<file path="src/hw/rtl/anb_pkg.sv">
// Shared types and constants for the Annex B NAL splitter.
package anb_pkg;

  // Width of the stream position counter.
  localparam int unsigned OFFSET_BITS = 32;
  // Width used to saturate and truncate positions to the 32-bit result fields.
  localparam int unsigned WIDE_W = (OFFSET_BITS > 32) ? OFFSET_BITS : 33;

  localparam logic [7:0] START_BYTE     = 8'h01;
  localparam logic [7:0] H264_TYPE_MASK = 8'h1F;
  localparam logic [7:0] AUTO_MASK      = 8'h7E;
  localparam logic [5:0] H265_TYPE_MASK = 6'h3F;
  localparam logic [5:0] H264_IDR_TYPE  = 6'd5;
  localparam logic [5:0] H265_IDR_LO    = 6'd16;
  localparam logic [5:0] H265_IDR_HI    = 6'd21;

  typedef enum logic [1:0] {
    CODEC_AUTO = 2'd0,
    CODEC_H264 = 2'd1,
    CODEC_H265 = 2'd2
  } codec_mode_e;

  typedef struct packed {
    logic [5:0] nal_type;
    logic       is_idr;
    logic       codec_used;
  } hdr_info_t;

  typedef struct packed {
    logic [31:0] nal_offset;
    logic [31:0] nal_size;
    logic [5:0]  nal_type;
    logic        is_idr;
    logic        codec_used;
  } desc_t;

endpackage

</file>
<file path="src/hw/rtl/anb_if.sv">
// Channel interfaces: configuration write, stream byte input, descriptor output.
interface anb_cfg_if;
  logic       valid;
  logic       ready;
  logic [1:0] codec_mode;

  modport source (output valid, output codec_mode, input ready);
  modport sink   (input valid, input codec_mode, output ready);
endinterface

interface anb_byte_if;
  logic       valid;
  logic       ready;
  logic [7:0] data_byte;
  logic       last_byte;

  modport source (output valid, output data_byte, output last_byte, input ready);
  modport sink   (input valid, input data_byte, input last_byte, output ready);
endinterface

interface anb_desc_if;
  logic        valid;
  logic        ready;
  logic [31:0] nal_offset;
  logic [31:0] nal_size;
  logic [5:0]  nal_type;
  logic        is_idr;
  logic        codec_used;

  modport source (output valid, output nal_offset, output nal_size, output nal_type,
                  output is_idr, output codec_used, input ready);
  modport sink   (input valid, input nal_offset, input nal_size, input nal_type,
                  input is_idr, input codec_used, output ready);
endinterface

</file>
<file path="src/hw/rtl/anb_hdr_decode.sv">
// NAL header decode: codec choice, NAL type and IDR flag from the first payload byte.
module anb_hdr_decode import anb_pkg::*; (
  input  logic [7:0] hdr_i,
  input  logic [1:0] codec_mode_i,
  output hdr_info_t  info_o
);

  logic       h265;
  logic [5:0] nal_type;

  always_comb begin
    case (codec_mode_e'(codec_mode_i))
      CODEC_H264: h265 = 1'b0;
      CODEC_H265: h265 = 1'b1;
      default:    h265 = (hdr_i & AUTO_MASK) != 8'h00;
    endcase
  end

  always_comb begin
    if (h265) begin
      nal_type = hdr_i[6:1] & H265_TYPE_MASK;
      info_o.is_idr = (nal_type inside {[H265_IDR_LO:H265_IDR_HI]});
    end else begin
      nal_type = 6'(hdr_i & H264_TYPE_MASK);
      info_o.is_idr = (nal_type == H264_IDR_TYPE);
    end
    info_o.nal_type   = nal_type;
    info_o.codec_used = h265;
  end

endmodule

</file>
<file path="src/hw/rtl/anb_out_skid.sv">
// Descriptor output register with one skid entry behind it.
module anb_out_skid import anb_pkg::*; (
  input  logic  clk_i,
  input  logic  rst_ni,
  input  logic  push_i,
  input  desc_t push_data_i,
  output logic  ready_o,
  output logic  out_valid_o,
  input  logic  out_ready_i,
  output desc_t out_data_o
);

  logic  out_valid_q, skid_valid_q;
  desc_t out_data_q, skid_data_q;
  logic  pop;

  assign pop = out_valid_q && out_ready_i;

  always_ff @(posedge clk_i or negedge rst_ni) begin
    if (!rst_ni) begin
      out_valid_q  <= 1'b0;
      skid_valid_q <= 1'b0;
    end else if (!out_valid_q || pop) begin
      // Output slot frees: refill from skid first, keep order.
      if (skid_valid_q) begin
        out_valid_q  <= 1'b1;
        skid_valid_q <= push_i;
      end else begin
        out_valid_q <= push_i;
      end
    end else if (push_i) begin
      skid_valid_q <= 1'b1;
    end
  end

  always_ff @(posedge clk_i) begin
    if (!out_valid_q || pop) begin
      if (skid_valid_q) begin
        out_data_q  <= skid_data_q;
        skid_data_q <= push_data_i;
      end else begin
        out_data_q <= push_data_i;
      end
    end else if (push_i) begin
      skid_data_q <= push_data_i;
    end
  end

  assign ready_o     = !skid_valid_q;
  assign out_valid_o = out_valid_q;
  assign out_data_o  = out_data_q;

endmodule

</file>
<file path="src/hw/rtl/annexb_nal_splitter_unit.sv">
// Annex B start-code parser: splits a byte stream into NAL unit descriptors.
//
//   channel  dir  handshake      payload
//   -------  ---  -------------  ------------------------------------------------
//   cfg_i    in   valid/ready    codec_mode (0 auto, 1 H.264, 2 H.265)
//   byte_i   in   valid/ready    data_byte, last_byte
//   desc_o   out  valid/ready    nal_offset, nal_size, nal_type, is_idr, codec_used
//
// One byte is taken per clock. A descriptor is registered into the output stage
// from the byte that closes its unit (the byte ending the next start code, or the
// byte marked last). The parser state updates in the same cycle a byte
// beat is taken; the critical path is the position subtract and compare feeding
// the descriptor size. Reset clears all parser state and sets codec_mode to auto;
// no clearing pass. A stalled output fills one skid entry; the byte input stalls
// only while both the output register and the skid entry hold descriptors.
module annexb_nal_splitter_unit import anb_pkg::*; (
  input  logic       clk_i,
  input  logic       rst_ni,
  anb_cfg_if.sink    cfg_i,
  anb_byte_if.sink   byte_i,
  anb_desc_if.source desc_o
);

  localparam int unsigned POS_W = OFFSET_BITS;
  localparam logic [POS_W-1:0] PosMax = '1;

  // Configuration register.
  logic [1:0] codec_mode_q;

  // Parser state.
  logic [POS_W-1:0] pos_q, pos_d;
  logic [1:0]       zero_run_q, zero_run_d;
  logic             unit_open_q, unit_open_d;
  logic [POS_W-1:0] unit_start_q, unit_start_d;
  logic [7:0]       header_value_q, header_value_d;
  logic             header_pending_q, header_pending_d;

  logic             in_fire, in_ready;
  logic             is_start;
  logic [POS_W-1:0] pos_inc, back, code_begin, end_pos, size_full;
  logic [WIDE_W-1:0] size_wide, start_wide;
  logic [7:0]       hdr;
  logic             r_valid;
  hdr_info_t        hdr_info;
  desc_t            r_desc, out_desc;

  // Config port never stalls; writes must come only while idle, which the block itself does not enforce.
  assign cfg_i.ready = 1'b1;

  always_ff @(posedge clk_i or negedge rst_ni) begin
    if (!rst_ni) begin
      codec_mode_q <= CODEC_AUTO;
    end else if (cfg_i.valid) begin
      codec_mode_q <= cfg_i.codec_mode;
    end
  end

  assign byte_i.ready = in_ready;
  assign in_fire      = byte_i.valid && in_ready;

  // Position saturates at its maximum.
  assign pos_inc = (pos_q == PosMax) ? pos_q : pos_q + POS_W'(1);

  // Two or more zeros then 0x01 closes a start code.
  assign is_start = (byte_i.data_byte == START_BYTE) && zero_run_q[1];

  // A 4-byte code leaves any extra leading zeros with the previous unit.
  assign back       = (zero_run_q == 2'd3) ? POS_W'(3) : POS_W'(2);
  assign code_begin = (pos_q >= back) ? pos_q - back : '0;

  // Take the header from this byte if the open unit has not seen one yet.
  assign hdr = header_pending_q ? byte_i.data_byte : header_value_q;

  // A start code on the last byte counts as data: the unit ends after it.
  assign end_pos   = byte_i.last_byte ? pos_inc : code_begin;
  assign size_full = (end_pos > unit_start_q) ? end_pos - unit_start_q : '0;
  assign size_wide  = WIDE_W'(size_full);
  assign start_wide = WIDE_W'(unit_start_q);

  assign r_valid = in_fire && unit_open_q && (byte_i.last_byte || is_start);

  anb_hdr_decode u_hdr_decode (
    .hdr_i        (hdr),
    .codec_mode_i (codec_mode_q),
    .info_o       (hdr_info)
  );

  always_comb begin
    r_desc.nal_offset = start_wide[31:0];
    r_desc.nal_size   = (|size_wide[WIDE_W-1:32]) ? 32'hFFFF_FFFF : size_wide[31:0];
    r_desc.nal_type   = hdr_info.nal_type;
    r_desc.is_idr     = hdr_info.is_idr;
    r_desc.codec_used = hdr_info.codec_used;
  end

  always_comb begin
    pos_d            = pos_q;
    zero_run_d       = zero_run_q;
    unit_open_d      = unit_open_q;
    unit_start_d     = unit_start_q;
    header_value_d   = header_value_q;
    header_pending_d = header_pending_q;
    if (in_fire) begin
      header_value_d   = hdr;
      header_pending_d = 1'b0;
      pos_d            = pos_inc;
      if (byte_i.last_byte) begin
        // Close the stream: restart from offset zero.
        pos_d            = '0;
        zero_run_d       = 2'd0;
        unit_open_d      = 1'b0;
        unit_start_d     = '0;
        header_value_d   = 8'h00;
        header_pending_d = 1'b0;
      end else if (is_start) begin
        // Open a new unit; its header is the next byte.
        unit_open_d      = 1'b1;
        unit_start_d     = pos_inc;
        header_value_d   = 8'h00;
        header_pending_d = 1'b1;
        zero_run_d       = 2'd0;
      end else if (byte_i.data_byte == 8'h00) begin
        if (zero_run_q != 2'd3) begin
          zero_run_d = zero_run_q + 2'd1;
        end
      end else begin
        zero_run_d = 2'd0;
      end
    end
  end

  always_ff @(posedge clk_i or negedge rst_ni) begin
    if (!rst_ni) begin
      pos_q            <= '0;
      zero_run_q       <= 2'd0;
      unit_open_q      <= 1'b0;
      unit_start_q     <= '0;
      header_value_q   <= 8'h00;
      header_pending_q <= 1'b0;
    end else begin
      pos_q            <= pos_d;
      zero_run_q       <= zero_run_d;
      unit_open_q      <= unit_open_d;
      unit_start_q     <= unit_start_d;
      header_value_q   <= header_value_d;
      header_pending_q <= header_pending_d;
    end
  end

  anb_out_skid u_out_skid (
    .clk_i       (clk_i),
    .rst_ni      (rst_ni),
    .push_i      (r_valid),
    .push_data_i (r_desc),
    .ready_o     (in_ready),
    .out_valid_o (desc_o.valid),
    .out_ready_i (desc_o.ready),
    .out_data_o  (out_desc)
  );

  assign desc_o.nal_offset = out_desc.nal_offset;
  assign desc_o.nal_size   = out_desc.nal_size;
  assign desc_o.nal_type   = out_desc.nal_type;
  assign desc_o.is_idr     = out_desc.is_idr;
  assign desc_o.codec_used = out_desc.codec_used;

  // A pending header only exists inside an open unit.
  a_pending_open: assert property (@(posedge clk_i) disable iff (!rst_ni)
    header_pending_q |-> unit_open_q)
    else $error("header pending with no unit open");

  // The last byte restarts the parser at offset zero.
  a_last_restarts: assert property (@(posedge clk_i) disable iff (!rst_ni)
    (in_fire && byte_i.last_byte) |=> (!unit_open_q && pos_q == '0 && zero_run_q == 2'd0))
    else $error("parser not restarted after last byte");

  // A start code inside the stream arms the header capture.
  a_start_arms: assert property (@(posedge clk_i) disable iff (!rst_ni)
    (in_fire && is_start && !byte_i.last_byte) |=> (header_pending_q && unit_open_q))
    else $error("start code did not open a unit");

  // A descriptor is never pushed while the skid entry is occupied.
  a_no_overflow: assert property (@(posedge clk_i) disable iff (!rst_ni)
    r_valid |-> in_ready)
    else $error("descriptor pushed into full output stage");

endmodule

</file>
<file path="src/flat_wrapper.sv">
// flat-port wrapper written by rule: the top's interface ports become plain ports
module annexb_nal_splitter_unit_flat import anb_pkg::*;
  (clk_i, rst_ni, cfg_i_valid, cfg_i_codec_mode, cfg_i_ready, byte_i_valid, byte_i_data_byte, byte_i_last_byte, byte_i_ready, desc_o_valid, desc_o_nal_offset, desc_o_nal_size, desc_o_nal_type, desc_o_is_idr, desc_o_codec_used, desc_o_ready);
  anb_cfg_if cfg_i_i ();
  anb_byte_if byte_i_i ();
  anb_desc_if desc_o_i ();
  input  logic clk_i;
  input  logic rst_ni;
  input wire logic [$bits(cfg_i_i.valid)-1:0] cfg_i_valid;
  input wire logic [$bits(cfg_i_i.codec_mode)-1:0] cfg_i_codec_mode;
  output wire logic [$bits(cfg_i_i.ready)-1:0] cfg_i_ready;
  input wire logic [$bits(byte_i_i.valid)-1:0] byte_i_valid;
  input wire logic [$bits(byte_i_i.data_byte)-1:0] byte_i_data_byte;
  input wire logic [$bits(byte_i_i.last_byte)-1:0] byte_i_last_byte;
  output wire logic [$bits(byte_i_i.ready)-1:0] byte_i_ready;
  output wire logic [$bits(desc_o_i.valid)-1:0] desc_o_valid;
  output wire logic [$bits(desc_o_i.nal_offset)-1:0] desc_o_nal_offset;
  output wire logic [$bits(desc_o_i.nal_size)-1:0] desc_o_nal_size;
  output wire logic [$bits(desc_o_i.nal_type)-1:0] desc_o_nal_type;
  output wire logic [$bits(desc_o_i.is_idr)-1:0] desc_o_is_idr;
  output wire logic [$bits(desc_o_i.codec_used)-1:0] desc_o_codec_used;
  input wire logic [$bits(desc_o_i.ready)-1:0] desc_o_ready;
  assign cfg_i_i.valid = cfg_i_valid;
  assign cfg_i_i.codec_mode = cfg_i_codec_mode;
  assign cfg_i_ready = cfg_i_i.ready;
  assign byte_i_i.valid = byte_i_valid;
  assign byte_i_i.data_byte = byte_i_data_byte;
  assign byte_i_i.last_byte = byte_i_last_byte;
  assign byte_i_ready = byte_i_i.ready;
  assign desc_o_valid = desc_o_i.valid;
  assign desc_o_nal_offset = desc_o_i.nal_offset;
  assign desc_o_nal_size = desc_o_i.nal_size;
  assign desc_o_nal_type = desc_o_i.nal_type;
  assign desc_o_is_idr = desc_o_i.is_idr;
  assign desc_o_codec_used = desc_o_i.codec_used;
  assign desc_o_i.ready = desc_o_ready;
  annexb_nal_splitter_unit u_core (.clk_i(clk_i), .rst_ni(rst_ni), .cfg_i(cfg_i_i), .byte_i(byte_i_i), .desc_o(desc_o_i));
endmodule
</file>
<file path="config.mk">
export PLATFORM = sky130hd
export DESIGN_NAME = annexb_nal_splitter_unit_flat
export DESIGN_NICKNAME = d
export VERILOG_FILES = /design/src/hw/rtl/anb_pkg.sv /design/src/hw/rtl/anb_if.sv /design/src/hw/rtl/anb_hdr_decode.sv /design/src/hw/rtl/anb_out_skid.sv /design/src/hw/rtl/annexb_nal_splitter_unit.sv /design/src/flat_wrapper.sv
export SDC_FILE = /design/constraint.sdc
export NUM_CORES = 1
export LEC_CHECK = 0
export BUFFER_PORTS_ARGS = -buffer_cell sky130_fd_sc_hd__buf_2
export CAP_MARGIN = 5
export CORE_ASPECT_RATIO = 1.5
export CORE_MARGIN = 3
export CORE_UTILIZATION = 57
export CTS_BUF_LIST = sky130_fd_sc_hd__clkbuf_16
export CTS_CLUSTER_SIZE = 12
export DETAILED_ROUTE_END_ITERATION = 12
export PLACE_DENSITY = 0.84
export SYNTH_ARGS = -nofsm -noshare
export SYNTH_HDL_FRONTEND = slang
export SYNTH_SLANG_ARGS = --single-unit
</file>
<file path="constraint.sdc">
create_clock -name clk_i -period 12.56 [get_ports clk_i]
set_input_delay 1.884 -clock clk_i [delete_from_list [all_inputs] [get_ports clk_i]]
set_output_delay 1.884 -clock clk_i [all_outputs]
set_load 0.005 [all_outputs]
</file>
==> run_results.csv, run 1 <==
group,metric,value,unit
die,floorplan.initialDensity,0.5853,
finish,diodes,0,
route,drc_errors,0,
power_and_ir_drop,power.leakage,0.005747,uW
yosys,postSynth.asyncResetShare,0.3543,
clock_network,post-cts-setup-buffer-count,0,
sta,fin_ws,6.264,ns
clock_network,cts_inserted_buffers,22,
die,die_h,189.9,um
global_route,grt_first_pass_wirelength,52870,um
global_route,grt_met3_usage,0.02753,
finish,final_util,0.6390,
yosys,yosys_warnings,0,
yosys,ys_ff_latch,223,
global_route,grt_util_met1,0.3518,
clock_network,worst_skew_pair.late_latency,0.51,ns
yosys,synth_seq_area_share,0.4901,
yosys,synth_ff_type,"edfxtp_1",
power_and_ir_drop,pwr-share-clk,0.257,
yosys,syn_area_per_cell,9.573,sq um
sta,fin_worst_skew,0.01536,ns
clock_network,clock_tree_from_tritoncts,"yes",
run,max_capacitance_violation_total,0,
yosys,synthDistinctLibCells,78,
power_and_ir_drop,cellPowerDensity,163.8,mW/mm^2
finish,drive_above_1_share,0.1295,
power_and_ir_drop,p_sw_frac,0.3364,
die,placeableCoreArea,0.02197,sq mm
clock_network,cts_buffer_depth,3,
sta,report.final.setup_viol,0,
power_and_ir_drop,power.share.combinational,0.353,
finish,most-common-layout-cells,"nand2_1, edfxtp_1, o21ai_0",
yosys,post_synth_inst_count,1343,
setup_path,worstRegToRegCells,21,
route,route.vias.total,10658,
min_path,min_path_type,"flop to flop",
setup_path,highest_fanout_seen_on_the_critical_path,46,
finish,areaGrowthSynthToFinish,9.178,%
power_and_ir_drop,ir_drop,0.1072,mV
clock_network,cts_resized,0,
sta,fin_setup_tns,0,ns
yosys,syn-cell-area,0.01286,sq mm
global_route,grt-busiest-layer,"met2",
place,place.port_buffers,89,
sta,fin_worst_hold_slack,0.4397,ns
run_status,outcome,"complete, no violations",
global_route,global_route.overflow_total,0,
setup_path,end_kind,"flop",
place,gp_congestion,0.9897,
clock_network,cts.clk_slew.worst_paths,0.06,ns
clock_network,clock-root-buffer,"clkbuf_16",
place,placed_wire_length_estimate,23470,um
finish,filler_cells_inserted,1754,
setup_path,criticalPathCategory,"flop to flop",
yosys,post_synth_edffs,144,
route,ant_nets,0,
power_and_ir_drop,cell_internal_power,1526,uW
power_and_ir_drop,share_seq_of_total_power,0.390,
sta,final.period_utilization,0.5013,
global_route,use_met2,0.4372,
clock_network,ctsHtreeMaxLevel,1,
sta,slew_headroom,0.2666,
global_route,grt_pass1_vias,10063,
route,drt-total-wl,33020,um
die,die_w,128.6,um
global_route,groute.usage.overall,0.2673,
min_path,hold-path-cell-count,0,
place,dp_slack,5.861,ns
setup_path,worstSetupStartpointType,"flop",
sta,timing.final.max_slew_violations,0,
sta,worst_slew_pin_slew,1.092,ns
clock_network,tritoncts_num_sinks,223,
global_route,grt_start_max_net_pins,97,
finish,nNetsFinal,1428,
power_and_ir_drop,switchingPower,773.2,uW
die,ios,91,
finish,mostFrequentLayoutCell,"nand2_1",
sta,grt_setup_unrepaired,"false",
route,detail_route.wl_per_cell,19.87,um
sta,hold_viol_final,0,
sta,fmax,158.8,MHz
sta,final.min_clock_period,6.296,ns
route,drt_first_pass_iters,6,
route,via_per_inst,6.413,
setup_path,cp.required,12.79,ns
route,drtIter0Drc,1427,
die,die-area,0.02443,sq mm
die,num_rows,66,
setup_path,worstPathArrival,6.53,ns
clock_network,holdBufCountCts,0,
global_route,grt_antenna_before_repair,0,
yosys,mappedNetlistNets,1397,
==> kinds of logic after synthesis <==
family,share of synthesized area
other cells,0.0002917
compound gates,0.1838
xor+xnor,0.03543
buf+inv,0.04584
flops,0.4901
simple gates,0.1770
mux,0.02988
fa+ha+maj,0.03757
==> cell type report <==
class / instances / area, sq um / area share
sequential: 223 / 6302 / 0.4490
multi-input combinational: 971 / 6006 / 0.4279
clock buffer: 23 / 575.6 / 0.04101
timing repair buffer: 102 / 545.5 / 0.03887
tap: 272 / 340.3 / 0.02425
inverter: 54 / 202.7 / 0.01444
clock inverter: 17 / 63.81 / 0.004546
==> metal layers <==
layer,part of all wire,vias up
met1,0.40,5024
met2,0.48,509
met3,0.071,112
met4,0.059,0
met5,0,-
li1,-,5013
==> per-stage QoR <==
| stage | instance area [sq um] | std cells | power [uW] |
|---|---|---|---|
| 4_1_cts | 14040 | 1662 | 2295 |
| 2_1_floorplan | 12860 | 1343 | 1489 |
| 3_5_place_dp | 13400 | 1622 | 1707 |
| 3_3_place_gp | 13400 | 1622 | 1683 |
| 5_1_grt | 14040 | 1662 | 2427 |
| 6_report | 14040 | 1662 | 2299 |
==> power groups by stage <==
stage / registers (uW) / logic, uW / clock network (uW)
5_1_grt: 902 / 896 / 630
3_3_place_gp: 910 / 773 / 0
6_report: 896 / 812 / 590
3_5_place_dp: 912 / 795 / 0
4_1_cts: 898 / 799 / 598
2_1_floorplan: 916 / 573 / 0
==> registers in the layout (all words and copies together) (netlist names) <==
name	count
u_core.u_out_skid.skid_valid_q	1
u_core.u_out_skid.skid_data_q	72
u_core.unit_start_q	32
u_core.header_pending_q	1
u_core.unit_open_q	1
u_core.codec_mode_q	2
u_core.pos_q	32
u_core.u_out_skid.out_data_o	72
u_core.u_out_skid.out_valid_o	1
u_core.header_value_q	7
u_core.zero_run_q	2
==> synth_stat cells (7+ instances only) <==
cell type | instances | share of area
a21o_1 | 12 | 0.0070
a21oi_1 | 70 | 0.027
a221oi_1 | 10 | 0.0068
a22o_1 | 11 | 0.0075
a31oi_1 | 15 | 0.0073
and2_1 | 9 | 0.0044
and3_1 | 11 | 0.0054
and4_1 | 7 | 0.0048
buf_2 | 14 | 0.0055
clkbuf_1 | 73 | 0.021
dfrtp_1 | 79 | 0.15
edfxtp_1 | 144 | 0.34
ha_1 | 37 | 0.036
inv_1 | 53 | 0.015
mux2_2 | 23 | 0.020
mux2i_1 | 8 | 0.0062
nand2_1 | 175 | 0.051
nand2b_1 | 8 | 0.0039
nand3_1 | 40 | 0.016
nand4_1 | 17 | 0.0083
nor2_1 | 101 | 0.029
nor2b_1 | 8 | 0.0039
nor3_1 | 40 | 0.016
nor4_1 | 16 | 0.0078
o21a_1 | 13 | 0.0076
o21ai_0 | 110 | 0.043
o22ai_1 | 35 | 0.017
o31ai_1 | 38 | 0.022
or2_2 | 8 | 0.0039
or3_1 | 8 | 0.0039
or4_1 | 9 | 0.0053
xnor2_1 | 36 | 0.025
xor2_1 | 16 | 0.011
==> final timing paths <==
check	from	to	slack [ns]
setup reg to reg	u_core.zero_run_q[1]	u_core.u_out_skid.out_data_o[35]	6.26
hold reg to reg	u_core.unit_start_q[4]	u_core.u_out_skid.skid_data_q[44]	0.44
setup / recovery	u_core.zero_run_q[1]	u_core.u_out_skid.out_data_o[35]	6.26
hold / removal	u_core.unit_start_q[4]	u_core.u_out_skid.skid_data_q[44]	0.44
min in group asynchronous	rst_ni	u_core.codec_mode_q[0]	1.26
max in group asynchronous	rst_ni	u_core.u_out_skid.skid_valid_q	10.14
==> critical path, cell delays in order (launching register included) <==
cell and delay (ns):
dfrtp_1 0.39, ha_1 0.33, ha_1 0.23, inv_1 0.05, ha_1 0.20, or4_1 0.51
nor3_1 0.53, nand4_1 0.38, nor2_1 0.18, buf_4 0.25, o21ai_0 0.14, a21oi_1 0.22
a31oi_1 0.06, ha_1 0.37, a21o_1 0.23, a31o_2 0.27, a221o_1 0.32, a211o_1 0.28
o21ai_2 0.13, buf_4 0.42, nand2b_1 0.37, o21ai_0 0.16
Note: power is estimated with default switching activity, not from simulation.
==> run 2: changes to the inputs <==
Clock period 12.56 ns to 6.25 ns, I/O delays scaled along.
==> run_results.csv, run 2 (synthesis results as in run 1) <==
group,metric,value,unit
die,die_w,128.6,um
power_and_ir_drop,share_seq_of_total_power,0.386,
clock_network,cts.clk_slew.worst_paths,0.06,ns
power_and_ir_drop,p_sw_frac,0.3393,
setup_path,worstSetupStartpointType,"flop",
sta,fmax,173.4,MHz
route,drt_first_pass_iters,6,
clock_network,cts_resized,0,
setup_path,worstPathArrival,6.02,ns
clock_network,tritoncts_num_sinks,223,
sta,fin_setup_tns,0,ns
sta,report.final.setup_viol,0,
finish,mostFrequentLayoutCell,"nand2_1",
sta,hold_viol_final,0,
clock_network,cts_inserted_buffers,23,
sta,worst_slew_pin_slew,1.231,ns
place,gp_congestion,0.9620,
route,ant_nets,0,
die,die_h,189.9,um
clock_network,clock-root-buffer,"clkbuf_16",
route,via_per_inst,6.504,
place,placed_wire_length_estimate,24060,um
finish,diodes,0,
route,drtIter0Drc,1210,
global_route,grt_start_max_net_pins,77,
setup_path,highest_fanout_seen_on_the_critical_path,29,
setup_path,r2r_end,"u_core.u_out_skid.out_data_o[20]",
setup_path,end_kind,"flop",
sta,grt_setup_unrepaired,"false",
setup_path,r2r_setup_slack,0.48,ns
die,ios,91,
finish,most-common-layout-cells,"nand2_1, edfxtp_1, o21ai_0",
die,die-area,0.02443,sq mm
sta,fin_worst_skew,0.01444,ns
sta,final.min_clock_period,5.768,ns
clock_network,clock_tree_from_tritoncts,"yes",
route,detail_route.wl_per_cell,20.36,um
die,placeableCoreArea,0.02197,sq mm
finish,filler_cells_inserted,1784,
power_and_ir_drop,power.leakage,0.005791,uW
power_and_ir_drop,ir_drop,0.1959,mV
global_route,grt_antenna_before_repair,0,
finish,drive_above_1_share,0.1372,
place,dp_slack,0.5836,ns
sta,slew_headroom,0.1786,
route,drt-total-wl,34030,um
power_and_ir_drop,switchingPower,1581,uW
die,num_rows,66,
place,place.port_buffers,89,
route,route.vias.total,10868,
sta,timing.final.max_slew_violations,0,
clock_network,post-cts-setup-buffer-count,0,
setup_path,worstRegToRegCells,19,
sta,final.period_utilization,0.9229,
setup_path,cp.required,6.51,ns
power_and_ir_drop,power.share.combinational,0.355,
run,max_capacitance_violation_total,0,
global_route,grt_first_pass_wirelength,53600,um
clock_network,holdBufCountCts,0,
global_route,grt_pass1_vias,10196,
run_status,outcome,"complete, no violations",
sta,fin_ws,0.4820,ns
setup_path,criticalPathCategory,"flop to flop",
clock_network,ctsHtreeMaxLevel,1,
setup_path,reg2reg_from,"u_core.zero_run_q[0]",
power_and_ir_drop,cell_internal_power,3079,uW
clock_network,cts_buffer_depth,3,
finish,areaGrowthSynthToFinish,9.888,%
finish,nNetsFinal,1439,
clock_network,worst_skew_pair.late_latency,0.51,ns
finish,multi_input_area,0.006006,sq mm
global_route,groute.usage.overall,0.2715,
route,drc_errors,0,
finish,seqCellArea,0.006302,sq mm
global_route,global_route.overflow_total,0,
power_and_ir_drop,pwr-share-clk,0.259,
min_path,min_path_type,"input port to asynchronous set/reset pin",
die,floorplan.initialDensity,0.5853,
power_and_ir_drop,cellPowerDensity,329.9,mW/mm^2
-- run 2: layer usage --
layer	up-vias	share of wire	global-route usage	routed length, um
met2	509	0.48	0.4530	16380
met1	5218	0.40	0.3558	13740
li1	5027	-	-	-
met3	114	0.067	0.03287	2271
met4	0	0.048	0.1188	1637
met5	-	0	0	0
-- run 2: stage by stage --
stage / std cells / total power (uW) / instance area (sq um) / utilization / hold WS (ns)
2_1_floorplan: 1343 / 2992 / 12860 / - / 0.4249
6_report: 1671 / 4661 / 14130 / 0.6431 / 0.2099
3_5_place_dp: 1632 / 3443 / 13480 / 0.6139 / 0.4304
5_1_grt: 1671 / 4905 / 14130 / 0.6431 / 0.1977
4_1_cts: 1671 / 4640 / 14130 / 0.6431 / 0.2057
3_3_place_gp: 1632 / 3404 / 13480 / 0.6139 / 0.4265
-- run 2: how the worst max path moves through the flow --
stage	from	to	slack, ns	cells past startpoint
2_1_floorplan	desc_o_ready	u_core.u_out_skid.skid_data_q[0]	0.50	2
3_3_place_gp	u_core.zero_run_q[0]	u_core.u_out_skid.out_data_o[24]	0.76	19
3_5_place_dp	u_core.zero_run_q[0]	u_core.u_out_skid.out_data_o[24]	0.58	19
4_1_cts	u_core.zero_run_q[0]	u_core.u_out_skid.out_data_o[14]	0.55	19
5_1_grt	u_core.zero_run_q[1]	u_core.u_out_skid.out_data_o[12]	0.12	19
6_report	u_core.zero_run_q[0]	u_core.u_out_skid.out_data_o[20]	0.48	19
-- run 2: area by class of cell --
type	instances	share of cell area
sequential	223	0.4461
multi-input combinational	971	0.4251
timing repair buffer	112	0.04481
clock buffer	23	0.04074
tap	272	0.02409
inverter	54	0.01435
clock inverter	16	0.004783
-- run 2: power groups by stage --
stage	clock, uW	combinational, uW	sequential (uW)
floorplan	0	1150	1840
global placement	0	1580	1830
detailed placement	0	1610	1830
CTS	1220	1620	1800
global route	1280	1820	1810
finish	1210	1650	1800
-- run 2: critical path: stages (launching register included) --
cell and delay [ns]:
dfrtp_1 0.37, ha_1 0.22, ha_1 0.19, inv_1 0.05
ha_1 0.20, or4_1 0.49, nor3_1 0.42, nand4_1 0.30
or2_1 0.50, nand3_1 0.16, a31oi_1 0.09, ha_1 0.39
a21o_1 0.24, a31o_2 0.27, a221o_1 0.31, a211o_1 0.29
o21ai_2 0.25, buf_4 0.36, nor2_1 0.13, mux2_2 0.27
